--- src/rtl/kma_pkg.sv ---
// Shared types and constants of the key matrix auto-repeat block.
`default_nettype none

package kma_pkg;

    // Width of the configuration registers and of the config data port.
    localparam int CFG_W = 16;

    // Configuration register indexes.
    localparam logic REG_LONG_DELAY = 1'b0;
    localparam logic REG_REPEAT     = 1'b1;

    // Configuration reset values.
    localparam logic [CFG_W-1:0] LONG_DELAY_RST = 16'd500;
    localparam logic [CFG_W-1:0] REPEAT_RST     = 16'd50;

    // Input command codes.
    localparam logic CMD_SAMPLE = 1'b0;
    localparam logic CMD_FUNC   = 1'b1;

    // Result event kinds.
    localparam logic EV_KEY = 1'b0;
    localparam logic EV_SET = 1'b1;

    // Active mapping set runs from SET_FIRST to SET_LAST and wraps.
    localparam logic [1:0] SET_FIRST = 2'd1;
    localparam logic [1:0] SET_LAST  = 2'd3;

    // Depth of the result queue.
    localparam int OUT_DEPTH = 3;

    typedef struct packed {
        logic       event_kind;
        logic [3:0] key_index;
        logic [1:0] active_set;
        logic       is_repeat;
    } event_t;

endpackage

`default_nettype wire

--- src/rtl/kma_ram.sv ---
// Generic single-port-write, registered-read RAM.
`default_nettype none

module kma_ram #(
    parameter int WIDTH = 17,
    parameter int DEPTH = 12
) (
    input  wire logic                                  aclk,
    input  wire logic                                  wr_en,
    input  wire logic [(DEPTH > 1 ? $clog2(DEPTH) : 1)-1:0] wr_addr,
    input  wire logic [WIDTH-1:0]                      wr_data,
    input  wire logic                                  rd_en,
    input  wire logic [(DEPTH > 1 ? $clog2(DEPTH) : 1)-1:0] rd_addr,
    output logic      [WIDTH-1:0]                      rd_data
);

    logic [WIDTH-1:0] mem_reg [DEPTH];
    logic [WIDTH-1:0] rd_data_reg;

    always_ff @(posedge aclk) begin
        if (wr_en) begin
            mem_reg[wr_addr] <= wr_data;
        end
        if (rd_en) begin
            rd_data_reg <= mem_reg[rd_addr];
        end
    end

    assign rd_data = rd_data_reg;

endmodule

`default_nettype wire

--- src/rtl/kma_key_update.sv ---
// Read-modify-write rule for one key's hold counter and long-press flag.
`default_nettype none

module kma_key_update #(
    parameter int COUNT_BITS = 16
) (
    input  wire logic [COUNT_BITS-1:0]      cnt_in,
    input  wire logic                       flag_in,
    input  wire logic [kma_pkg::CFG_W-1:0]  long_delay,
    input  wire logic [kma_pkg::CFG_W-1:0]  repeat_period,
    output logic      [COUNT_BITS-1:0]      cnt_out,
    output logic                            flag_out,
    output logic                            emit,
    output logic                            is_repeat
);

    localparam int CMP_W = (COUNT_BITS > kma_pkg::CFG_W) ? COUNT_BITS : kma_pkg::CFG_W;

    logic [CMP_W-1:0]      cnt_ext;
    logic [CMP_W-1:0]      delay_ext;
    logic [CMP_W-1:0]      period_ext;
    logic [COUNT_BITS-1:0] cnt_mid;

    assign cnt_ext    = CMP_W'(cnt_in);
    assign delay_ext  = CMP_W'(long_delay);
    assign period_ext = CMP_W'(repeat_period);

    always_comb begin
        emit      = 1'b0;
        is_repeat = 1'b0;
        flag_out  = flag_in;
        cnt_mid   = cnt_in;
        if (cnt_in == '0) begin
            emit = 1'b1;
        end else if (flag_in && (cnt_ext > period_ext)) begin
            // Repeat keystroke; the count restarts so that it reads 2 after the increment.
            emit      = 1'b1;
            is_repeat = 1'b1;
            cnt_mid   = COUNT_BITS'(1);
        end else if (cnt_ext > delay_ext) begin
            flag_out = 1'b1;
        end
        // Saturating increment.
        cnt_out = (&cnt_mid) ? cnt_mid : cnt_mid + COUNT_BITS'(1);
    end

endmodule

`default_nettype wire

--- src/rtl/kma_out_fifo.sv ---
// Small result queue that decouples the update stage from the output channel.
`default_nettype none

module kma_out_fifo (
    input  wire logic            aclk,
    input  wire logic            aresetn,
    input  wire logic            push,
    input  wire kma_pkg::event_t push_data,
    output logic                 m_valid,
    input  wire logic            m_ready,
    output kma_pkg::event_t      pop_data,
    output logic [1:0]           count
);

    localparam logic [1:0] LAST_PTR = 2'(kma_pkg::OUT_DEPTH - 1);

    kma_pkg::event_t slot_reg [kma_pkg::OUT_DEPTH];
    logic [1:0]      wptr_reg;
    logic [1:0]      wptr_next;
    logic [1:0]      rptr_reg;
    logic [1:0]      rptr_next;
    logic [1:0]      count_reg;
    logic [1:0]      count_next;
    logic            pop;

    assign m_valid  = (count_reg != 2'd0);
    assign pop      = m_valid && m_ready;
    assign pop_data = slot_reg[rptr_reg];
    assign count    = count_reg;

    always_comb begin
        wptr_next  = wptr_reg;
        rptr_next  = rptr_reg;
        count_next = count_reg;
        if (push) begin
            wptr_next = (wptr_reg == LAST_PTR) ? 2'd0 : wptr_reg + 2'd1;
        end
        if (pop) begin
            rptr_next = (rptr_reg == LAST_PTR) ? 2'd0 : rptr_reg + 2'd1;
        end
        if (push && !pop) begin
            count_next = count_reg + 2'd1;
        end else if (pop && !push) begin
            count_next = count_reg - 2'd1;
        end
    end

    always_ff @(posedge aclk) begin
        if (!aresetn) begin
            wptr_reg  <= 2'd0;
            rptr_reg  <= 2'd0;
            count_reg <= 2'd0;
        end else begin
            wptr_reg  <= wptr_next;
            rptr_reg  <= rptr_next;
            count_reg <= count_next;
        end
    end

    always_ff @(posedge aclk) begin
        if (push) begin
            slot_reg[wptr_reg] <= push_data;
        end
    end

endmodule

`default_nettype wire

--- src/rtl/key_matrix_autorepeat.sv ---
// Top level of the key matrix scanner with typematic auto-repeat.
//
// Usage: the input channel (s_*) carries either one key sample (row, column,
// sensed level) or a function-button press. The result channel (m_*) carries
// keystroke events and active-set change reports; an input causes at most one
// result. The configuration port (cfg_*) writes the long-press delay (index 0)
// and the repeat period (index 1), one write per cycle, no read-back.
// Path: an input is registered into the update stage, which writes any result
// into the result queue that drives m_valid. Throughput: one input transfer per
// cycle while s_ready is high. Each key's counter and flag live in a small RAM
// with one read port and one write port; a sample reads its entry in the
// transfer cycle and writes it back in the next, and a back-to-back sample of
// the same key takes the value being written through a bypass.
// Reset: synchronous; at the first clock edge with aresetn low all counters and
// flags come to read as zero (per-entry valid bits), the active set becomes 1,
// the delay 500 and the period 50.
// Stall: results collect in a three-entry queue; s_ready falls only when the
// queue and the update stage together could fill it, and rises again as soon
// as the receiver takes a result.
`default_nettype none

module key_matrix_autorepeat #(
    parameter int ROWS        = 3,
    parameter int COLS        = 4,
    parameter int ACTIVE_KEYS = 10,
    parameter int COUNT_BITS  = 16
) (
    input  wire logic                       aclk,
    input  wire logic                       aresetn,
    // Input channel.
    input  wire logic                       s_valid,
    output logic                            s_ready,
    input  wire logic                       s_cmd,
    input  wire logic [1:0]                 s_row,
    input  wire logic [1:0]                 s_col,
    input  wire logic                       s_pressed,
    // Result channel.
    output logic                            m_valid,
    input  wire logic                       m_ready,
    output logic                            m_event_kind,
    output logic [3:0]                      m_key_index,
    output logic [1:0]                      m_active_set,
    output logic                            m_is_repeat,
    // Configuration port.
    input  wire logic                       cfg_wen,
    input  wire logic                       cfg_addr,
    input  wire logic [kma_pkg::CFG_W-1:0]  cfg_wdata
);

    localparam int NUM_KEYS = ROWS * COLS;
    localparam int AW       = (NUM_KEYS > 1) ? $clog2(NUM_KEYS) : 1;
    localparam int EW       = COUNT_BITS + 1;

    // Configuration registers.
    logic [kma_pkg::CFG_W-1:0] long_delay_reg;
    logic [kma_pkg::CFG_W-1:0] repeat_period_reg;

    // Active mapping set.
    logic [1:0] current_set_reg;
    logic [1:0] current_set_next;

    // Front end: decode the incoming sample and issue the RAM read.
    logic       s_accept;
    logic [7:0] key_full;
    logic       key_hit;
    logic       key_active;

    // Update stage registers.
    logic          s1_valid_reg;
    logic          s1_cmd_reg;
    logic          s1_hit_reg;
    logic          s1_pressed_reg;
    logic          s1_active_reg;
    logic [AW-1:0] s1_addr_reg;
    logic [3:0]    s1_kidx_reg;

    // Per-entry valid bits: an entry never written reads as zero.
    logic [NUM_KEYS-1:0] entry_valid_reg;

    // Bypass of the write made in the previous cycle.
    logic          fwd_valid_reg;
    logic [AW-1:0] fwd_addr_reg;
    logic [EW-1:0] fwd_data_reg;

    logic [EW-1:0]         ram_rdata;
    logic [EW-1:0]         entry_cur;
    logic [EW-1:0]         entry_new;
    logic                  wr_en;
    logic [COUNT_BITS-1:0] upd_cnt;
    logic                  upd_flag;
    logic                  upd_emit;
    logic                  upd_rep;

    logic            fifo_push;
    kma_pkg::event_t fifo_din;
    kma_pkg::event_t fifo_dout;
    logic [1:0]      fifo_count;
    logic [2:0]      occupancy;

    // ------------------------------------------------------------------
    // Input side. The queue must have room for every item already in
    // flight plus the one being taken now.
    // ------------------------------------------------------------------
    assign occupancy = {1'b0, fifo_count} + {2'b00, s1_valid_reg};
    assign s_ready   = (occupancy < 3'(kma_pkg::OUT_DEPTH));
    assign s_accept  = s_valid && s_ready;

    assign key_full   = 8'(s_row) * 8'(COLS) + 8'(s_col);
    assign key_hit    = (s_cmd == kma_pkg::CMD_SAMPLE) &&
                        (8'(s_row) < 8'(ROWS)) && (8'(s_col) < 8'(COLS));
    assign key_active = ({1'b0, key_full} < 9'(ACTIVE_KEYS));

    always_ff @(posedge aclk) begin
        if (!aresetn) begin
            s1_valid_reg <= 1'b0;
        end else begin
            s1_valid_reg <= s_accept;
        end
    end

    always_ff @(posedge aclk) begin
        if (s_accept) begin
            s1_cmd_reg     <= s_cmd;
            s1_hit_reg     <= key_hit;
            s1_pressed_reg <= s_pressed;
            s1_active_reg  <= key_active;
            s1_addr_reg    <= key_full[AW-1:0];
            s1_kidx_reg    <= key_full[3:0];
        end
    end

    // ------------------------------------------------------------------
    // Key state memory: {long flag, hold count} per key.
    // ------------------------------------------------------------------
    kma_ram #(
        .WIDTH (EW),
        .DEPTH (NUM_KEYS)
    ) u_state_ram (
        .aclk    (aclk),
        .wr_en   (wr_en),
        .wr_addr (s1_addr_reg),
        .wr_data (entry_new),
        .rd_en   (s_accept && key_hit),
        .rd_addr (key_full[AW-1:0]),
        .rd_data (ram_rdata)
    );

    // The RAM returns the old contents when the same key was written at the
    // read edge, so the bypass takes precedence over the RAM data.
    always_comb begin
        if (fwd_valid_reg && (fwd_addr_reg == s1_addr_reg)) begin
            entry_cur = fwd_data_reg;
        end else if (entry_valid_reg[s1_addr_reg]) begin
            entry_cur = ram_rdata;
        end else begin
            entry_cur = '0;
        end
    end

    kma_key_update #(
        .COUNT_BITS (COUNT_BITS)
    ) u_update (
        .cnt_in        (entry_cur[COUNT_BITS-1:0]),
        .flag_in       (entry_cur[COUNT_BITS]),
        .long_delay    (long_delay_reg),
        .repeat_period (repeat_period_reg),
        .cnt_out       (upd_cnt),
        .flag_out      (upd_flag),
        .emit          (upd_emit),
        .is_repeat     (upd_rep)
    );

    // An open sample clears the key; a closed one takes the updated state.
    assign wr_en     = s1_valid_reg && (s1_cmd_reg == kma_pkg::CMD_SAMPLE) && s1_hit_reg;
    assign entry_new = s1_pressed_reg ? {upd_flag, upd_cnt} : '0;

    always_ff @(posedge aclk) begin
        if (!aresetn) begin
            entry_valid_reg <= '0;
            fwd_valid_reg   <= 1'b0;
        end else begin
            fwd_valid_reg <= wr_en;
            if (wr_en) begin
                entry_valid_reg[s1_addr_reg] <= 1'b1;
            end
        end
    end

    always_ff @(posedge aclk) begin
        if (wr_en) begin
            fwd_addr_reg <= s1_addr_reg;
            fwd_data_reg <= entry_new;
        end
    end

    // ------------------------------------------------------------------
    // Active set stepping and result formation.
    // ------------------------------------------------------------------
    always_comb begin
        current_set_next = current_set_reg;
        if (s1_valid_reg && (s1_cmd_reg == kma_pkg::CMD_FUNC)) begin
            current_set_next = (current_set_reg >= kma_pkg::SET_LAST) ?
                               kma_pkg::SET_FIRST : current_set_reg + 2'd1;
        end
    end

    always_ff @(posedge aclk) begin
        if (!aresetn) begin
            current_set_reg <= kma_pkg::SET_FIRST;
        end else begin
            current_set_reg <= current_set_next;
        end
    end

    always_comb begin
        if (s1_cmd_reg == kma_pkg::CMD_FUNC) begin
            fifo_push           = s1_valid_reg;
            fifo_din.event_kind = kma_pkg::EV_SET;
            fifo_din.key_index  = 4'd0;
            fifo_din.active_set = current_set_next;
            fifo_din.is_repeat  = 1'b0;
        end else begin
            // Inactive keys keep their state but never report.
            fifo_push           = wr_en && s1_pressed_reg && upd_emit && s1_active_reg;
            fifo_din.event_kind = kma_pkg::EV_KEY;
            fifo_din.key_index  = s1_kidx_reg;
            fifo_din.active_set = current_set_reg;
            fifo_din.is_repeat  = upd_rep;
        end
    end

    kma_out_fifo u_out_fifo (
        .aclk      (aclk),
        .aresetn   (aresetn),
        .push      (fifo_push),
        .push_data (fifo_din),
        .m_valid   (m_valid),
        .m_ready   (m_ready),
        .pop_data  (fifo_dout),
        .count     (fifo_count)
    );

    assign m_event_kind = fifo_dout.event_kind;
    assign m_key_index  = fifo_dout.key_index;
    assign m_active_set = fifo_dout.active_set;
    assign m_is_repeat  = fifo_dout.is_repeat;

    // ------------------------------------------------------------------
    // Configuration writes.
    // ------------------------------------------------------------------
    always_ff @(posedge aclk) begin
        if (!aresetn) begin
            long_delay_reg    <= kma_pkg::LONG_DELAY_RST;
            repeat_period_reg <= kma_pkg::REPEAT_RST;
        end else if (cfg_wen) begin
            case (cfg_addr)
                kma_pkg::REG_LONG_DELAY: long_delay_reg    <= cfg_wdata;
                kma_pkg::REG_REPEAT:     repeat_period_reg <= cfg_wdata;
                default: ;
            endcase
        end
    end

`ifndef SYNTHESIS
    // A full queue only takes a new result while one leaves it.
    assert property (@(posedge aclk) disable iff (!aresetn)
        (fifo_push && (fifo_count == 2'(kma_pkg::OUT_DEPTH))) |-> m_ready)
        else $error("result queue overflow");

    // The active set never leaves the range 1 to 3.
    assert property (@(posedge aclk) disable iff (!aresetn)
        (current_set_reg != 2'd0))
        else $error("active set out of range");

    // Every transfer reaches the update stage in the next cycle.
    assert property (@(posedge aclk) disable iff (!aresetn)
        s_accept |=> s1_valid_reg)
        else $error("accepted item lost before update stage");
`endif

endmodule

`default_nettype wire
--- config.mk ---
export PLATFORM = sky130hd
export DESIGN_NAME = key_matrix_autorepeat
export DESIGN_NICKNAME = d
export VERILOG_FILES = /design/src/rtl/kma_pkg.sv /design/src/rtl/kma_ram.sv /design/src/rtl/kma_key_update.sv /design/src/rtl/kma_out_fifo.sv /design/src/rtl/key_matrix_autorepeat.sv
export SDC_FILE = /design/constraint.sdc
export NUM_CORES = 1
export LEC_CHECK = 0
export CORE_MARGIN = 2
export CORE_UTILIZATION = 45
export DETAILED_ROUTE_END_ITERATION = 12
export DONT_BUFFER_PORTS = 1
export HOLD_SLACK_MARGIN = 0.06
export SYNTH_ARGS = -nofsm -noshare
export SYNTH_HDL_FRONTEND = slang
export SYNTH_SLANG_ARGS = --single-unit
--- constraint.sdc ---
create_clock -name aclk -period 7 [get_ports aclk]
set_clock_uncertainty 0.1 [all_clocks]
set_input_delay 0.7 -clock aclk [delete_from_list [all_inputs] [get_ports aclk]]
set_output_delay 0.7 -clock aclk [all_outputs]
set_load 0.02 [all_outputs]
==> run summary <==
* number of pins exceeding their max-slew limit in the final report: 0
* die outline area: 0.0329 mm2
* Resized Gates After CTS: 0
* slowest stage cell on the critical path: nor2_1
* ratio of routed vias to standard cells: 5.77
* leakage power figure: 5.69 nW
* pin count of the biggest net entering global routing: 55
* sum of buffers and inverters on the critical path: 1
* global-route wire length before repair: 47900 um
* EDFF count, synth: 274
* crit-path leading delay family: simple AND/OR/NAND/NOR gates
* Residual DRC: 0
* final cell utilization of the core: 51.2%
* number of global-route vias before repair: 7960
* portion of synthesized cell area occupied by the leading cell type: 58.2%
* CP arrival: 6490 ps
* number of fill cells in the layout: 2602
* count of input and output buffers: 0
* count of routing violations after the opening detailed-route iteration: 873
* Skew-Pair Late Insertion Delay: 530 ps
* root cell of the clock tree: clkbuf_16
* kind of launch point of the worst setup path: flip-flop
* number of nets in the synthesized netlist: 1032
* overall routed net length: 30700 um
* critical path's most frequent cell: ha_1
* FFs w/ async S/R, synth: 0%
* first drt pass iteration count: 6
* half-perimeter wire length of the detailed placement result: 18700 um
* area delta synth->final: 11.3%
* y dimension of the die: 181 um
* global placer's final weighted congestion: 0.900
* core outline area: 0.0307 mm2
* routed length per placed instance: 22.0 um
* cts bufs inserted: 36
* Tightest Pin Transition: 1170 ps
* critical path cell sequence: mux4_2 > a22oi_2 > and2_1 > a2bb2oi_1 > inv_1 > ha_1 > nand4_1 > nor4_1 > a21boi_0 > o31a_1 > nand3_2 > nand2_1 > ha_1 > o211ai_1 > o22ai_2 > nand4b_1 > o21ai_0 > xor2_1 > nor2_1
* largest fanout of any net on the critical path: 13
* Hold Vio Cnt, Final: 0
* Crit Path Class: reg -> reg
* cells after synthesis: 967
* power density normalized to cell area: 265 mW/mm2
* io pins: 38
* sequential-to-total area share from yosys stat: 66.1%
* most instantiated library cell after synthesis: edfxtp_1
* number of setup buffers added after CTS: 0
* most area-hungry cell type in the Yosys netlist: edfxtp_1
* number of synthesis warnings: 0
* dpl cell area: 0.0146 mm2
* # nets final: 1039
* CTS Hold Buffers Added: 0
* width of the chip: 181 um
* most instantiated cells after synthesis: edfxtp_1, nand2_1, dfxtp_1
* CTS tree: built
* Peak VDD IR: 0.000200 V
* Fin Setup TNS: 0 ps
* number of setup violations in the final report: 0
* setup repair after global routing missed its margin: no
* synthesis-stage register bit count: 330
* predominant post-synthesis flop cell: edfxtp_1
* number of antenna repair diodes: 0
* endpoint type of the worst setup path: flip-flop
* Worst path max stage delay: 600 ps
* number of antenna violations at the first check in global routing: 0
* number of rows in the core area: 64
* clock-pin slew reported for the worst setup and hold paths after clock tree synthesis: 70 ps
* area of all placed cells without fillers: 0.0157 mm2
* Period Utilization, post-route: 91.0%
* Worst Path Required: 7120 ps
* grt total ovfl: 0
* synth top area cells: edfxtp_1, mux4_2, dfxtp_1, nand2_1, ha_1
* Initial Utilization: 46.0%
* antenna viol nets, final: 0
* via count of the routed design: 8055
* CTS H-tree depth: 2
* # Max-Cap Violations: 0
* status: completed
* number of distinct library cell variants in the gate-level netlist after synthesis: 68
* number of buffers on the longest clock path: 3
* CTS sink cnt: 330
* flip-flop count of the largest register after layout: 204
* worst min path class: in -> reg
* mean cell area of the mapped netlist: 14.6 um2
* ratio of cells with drive above 1 in the final layout: 15.8%
* GRT Resource Usage Total: 19.1%
* post-route minimum period: 6370 ps
* worst slew slack as a fraction of its limit: 21.4%
* Max Clk Rate: 0.157 GHz
* area of the mapped netlist: 0.0141 mm2
==> path summary, 6_finish.rpt <==
| check | startpoint | to | slack (ps) | cells after the start |
|---|---|---|---|---|
| hold / removal | aresetn | repeat_period_reg[5] | 180 | 1 |
| setup reg to reg | s1_kidx_reg[0] | u_state_ram.mem_reg[11][5] | 630 | 19 |
| hold reg to reg | entry_valid_reg[6] | entry_valid_reg[6] | 360 | 1 |
| setup / recovery | s1_kidx_reg[0] | u_state_ram.mem_reg[11][5] | 630 | 19 |
==> cell type report <==
class                      count  area [um2]  share of cell area [%]
clock inverter                16         118                   0.747
inverter                      37         139                   0.882
sequential                   330        9350                    59.4
clock buffer                  48         987                    6.27
timing repair buffer          16         120                   0.763
tap                          396         495                    3.15
multi-input combinational    553        4530                    28.8
==> power by group <==
part / leakage, nW / internal [W] / switching, W
Combinational: 1.81 / 0.0000848 / 0.000128
Clock: 0.533 / 0.00100 / 0.000751
Sequential: 3.35 / 0.00216 / 0.0000485
Total: 5.69 / 0.00325 / 0.000928
==> worst register-to-register path, cell delays in order (launching register included) <==
cell and delay, ps:
edfxtp_1 590, mux4_2 570, a22oi_2 200, and2_1 450, a2bb2oi_1 320, inv_1 130
ha_1 310, nand4_1 140, nor4_1 360, a21boi_0 240, o31a_1 260, nand3_2 280
nand2_1 220, ha_1 220, o211ai_1 110, o22ai_2 270, nand4b_1 280, o21ai_0 280
xor2_1 140, nor2_1 600
==> logic make-up after synthesis <==
logic type,count (synthesis),share of synthesized area (%)
XOR/XNOR,12,0.743
AND/OR/NAND/NOR,263,9.00
buffers and inverters,84,2.49
adder cells (fa/ha/maj),37,3.27
multiplexers,81,10.5
flip-flops,330,66.1
AO/OA/AOI/OAI,160,7.88
==> layout by cell type, fill, tap and decap left out, types with 3 or more instances in the layout <==
cell type	Yosys	routed
mux2i_1	27	27
nor2_2	1	9
and3_1	11	11
a31oi_1	8	7
nor3_2	1	4
a21oi_1	15	15
o21ai_0	45	45
a21o_1	5	5
clkbuf_16	0	37
a2bb2oi_1	3	3
nand2b_1	8	8
o21a_1	16	16
nor2_1	27	15
o211ai_1	18	18
ha_1	37	37
o2bb2ai_2	3	3
nor4_1	11	11
nand3_2	3	3
nor2b_1	10	10
and2_1	8	8
nand3_1	16	16
inv_1	37	37
edfxtp_1	274	274
nor2_4	0	4
a21boi_0	26	26
nor3_1	13	9
clkinv_2	0	5
buf_4	3	16
clkbuf_1	33	9
nand2_1	126	126
nand4_1	10	10
xnor2_1	10	10
mux4_2	54	54
clkinv_1	0	6
dfxtp_1	56	56
==> metrics by stage <==
step,setup WS [ps],hold WS [ps],instances,power (W)
2_1_floorplan,1550,321,967,0.00243
3_3_place_gp,782,346,1332,0.00246
3_5_place_dp,527,349,1332,0.00247
4_1_cts,504,156,1396,0.00422
5_1_grt,1.49,158,1396,0.00433
6_report,628,175,1396,0.00418
==> per-layer routing <==
layer  wire, um  up-vias  GRT usage, %
li1           -     3719             -
met1      13600     4022          26.4
met2      14400      249          30.9
met3       1720       65          3.06
met4        925        0          6.50
met5          0        -             0
Note: power is estimated with default switching activity, not from simulation.
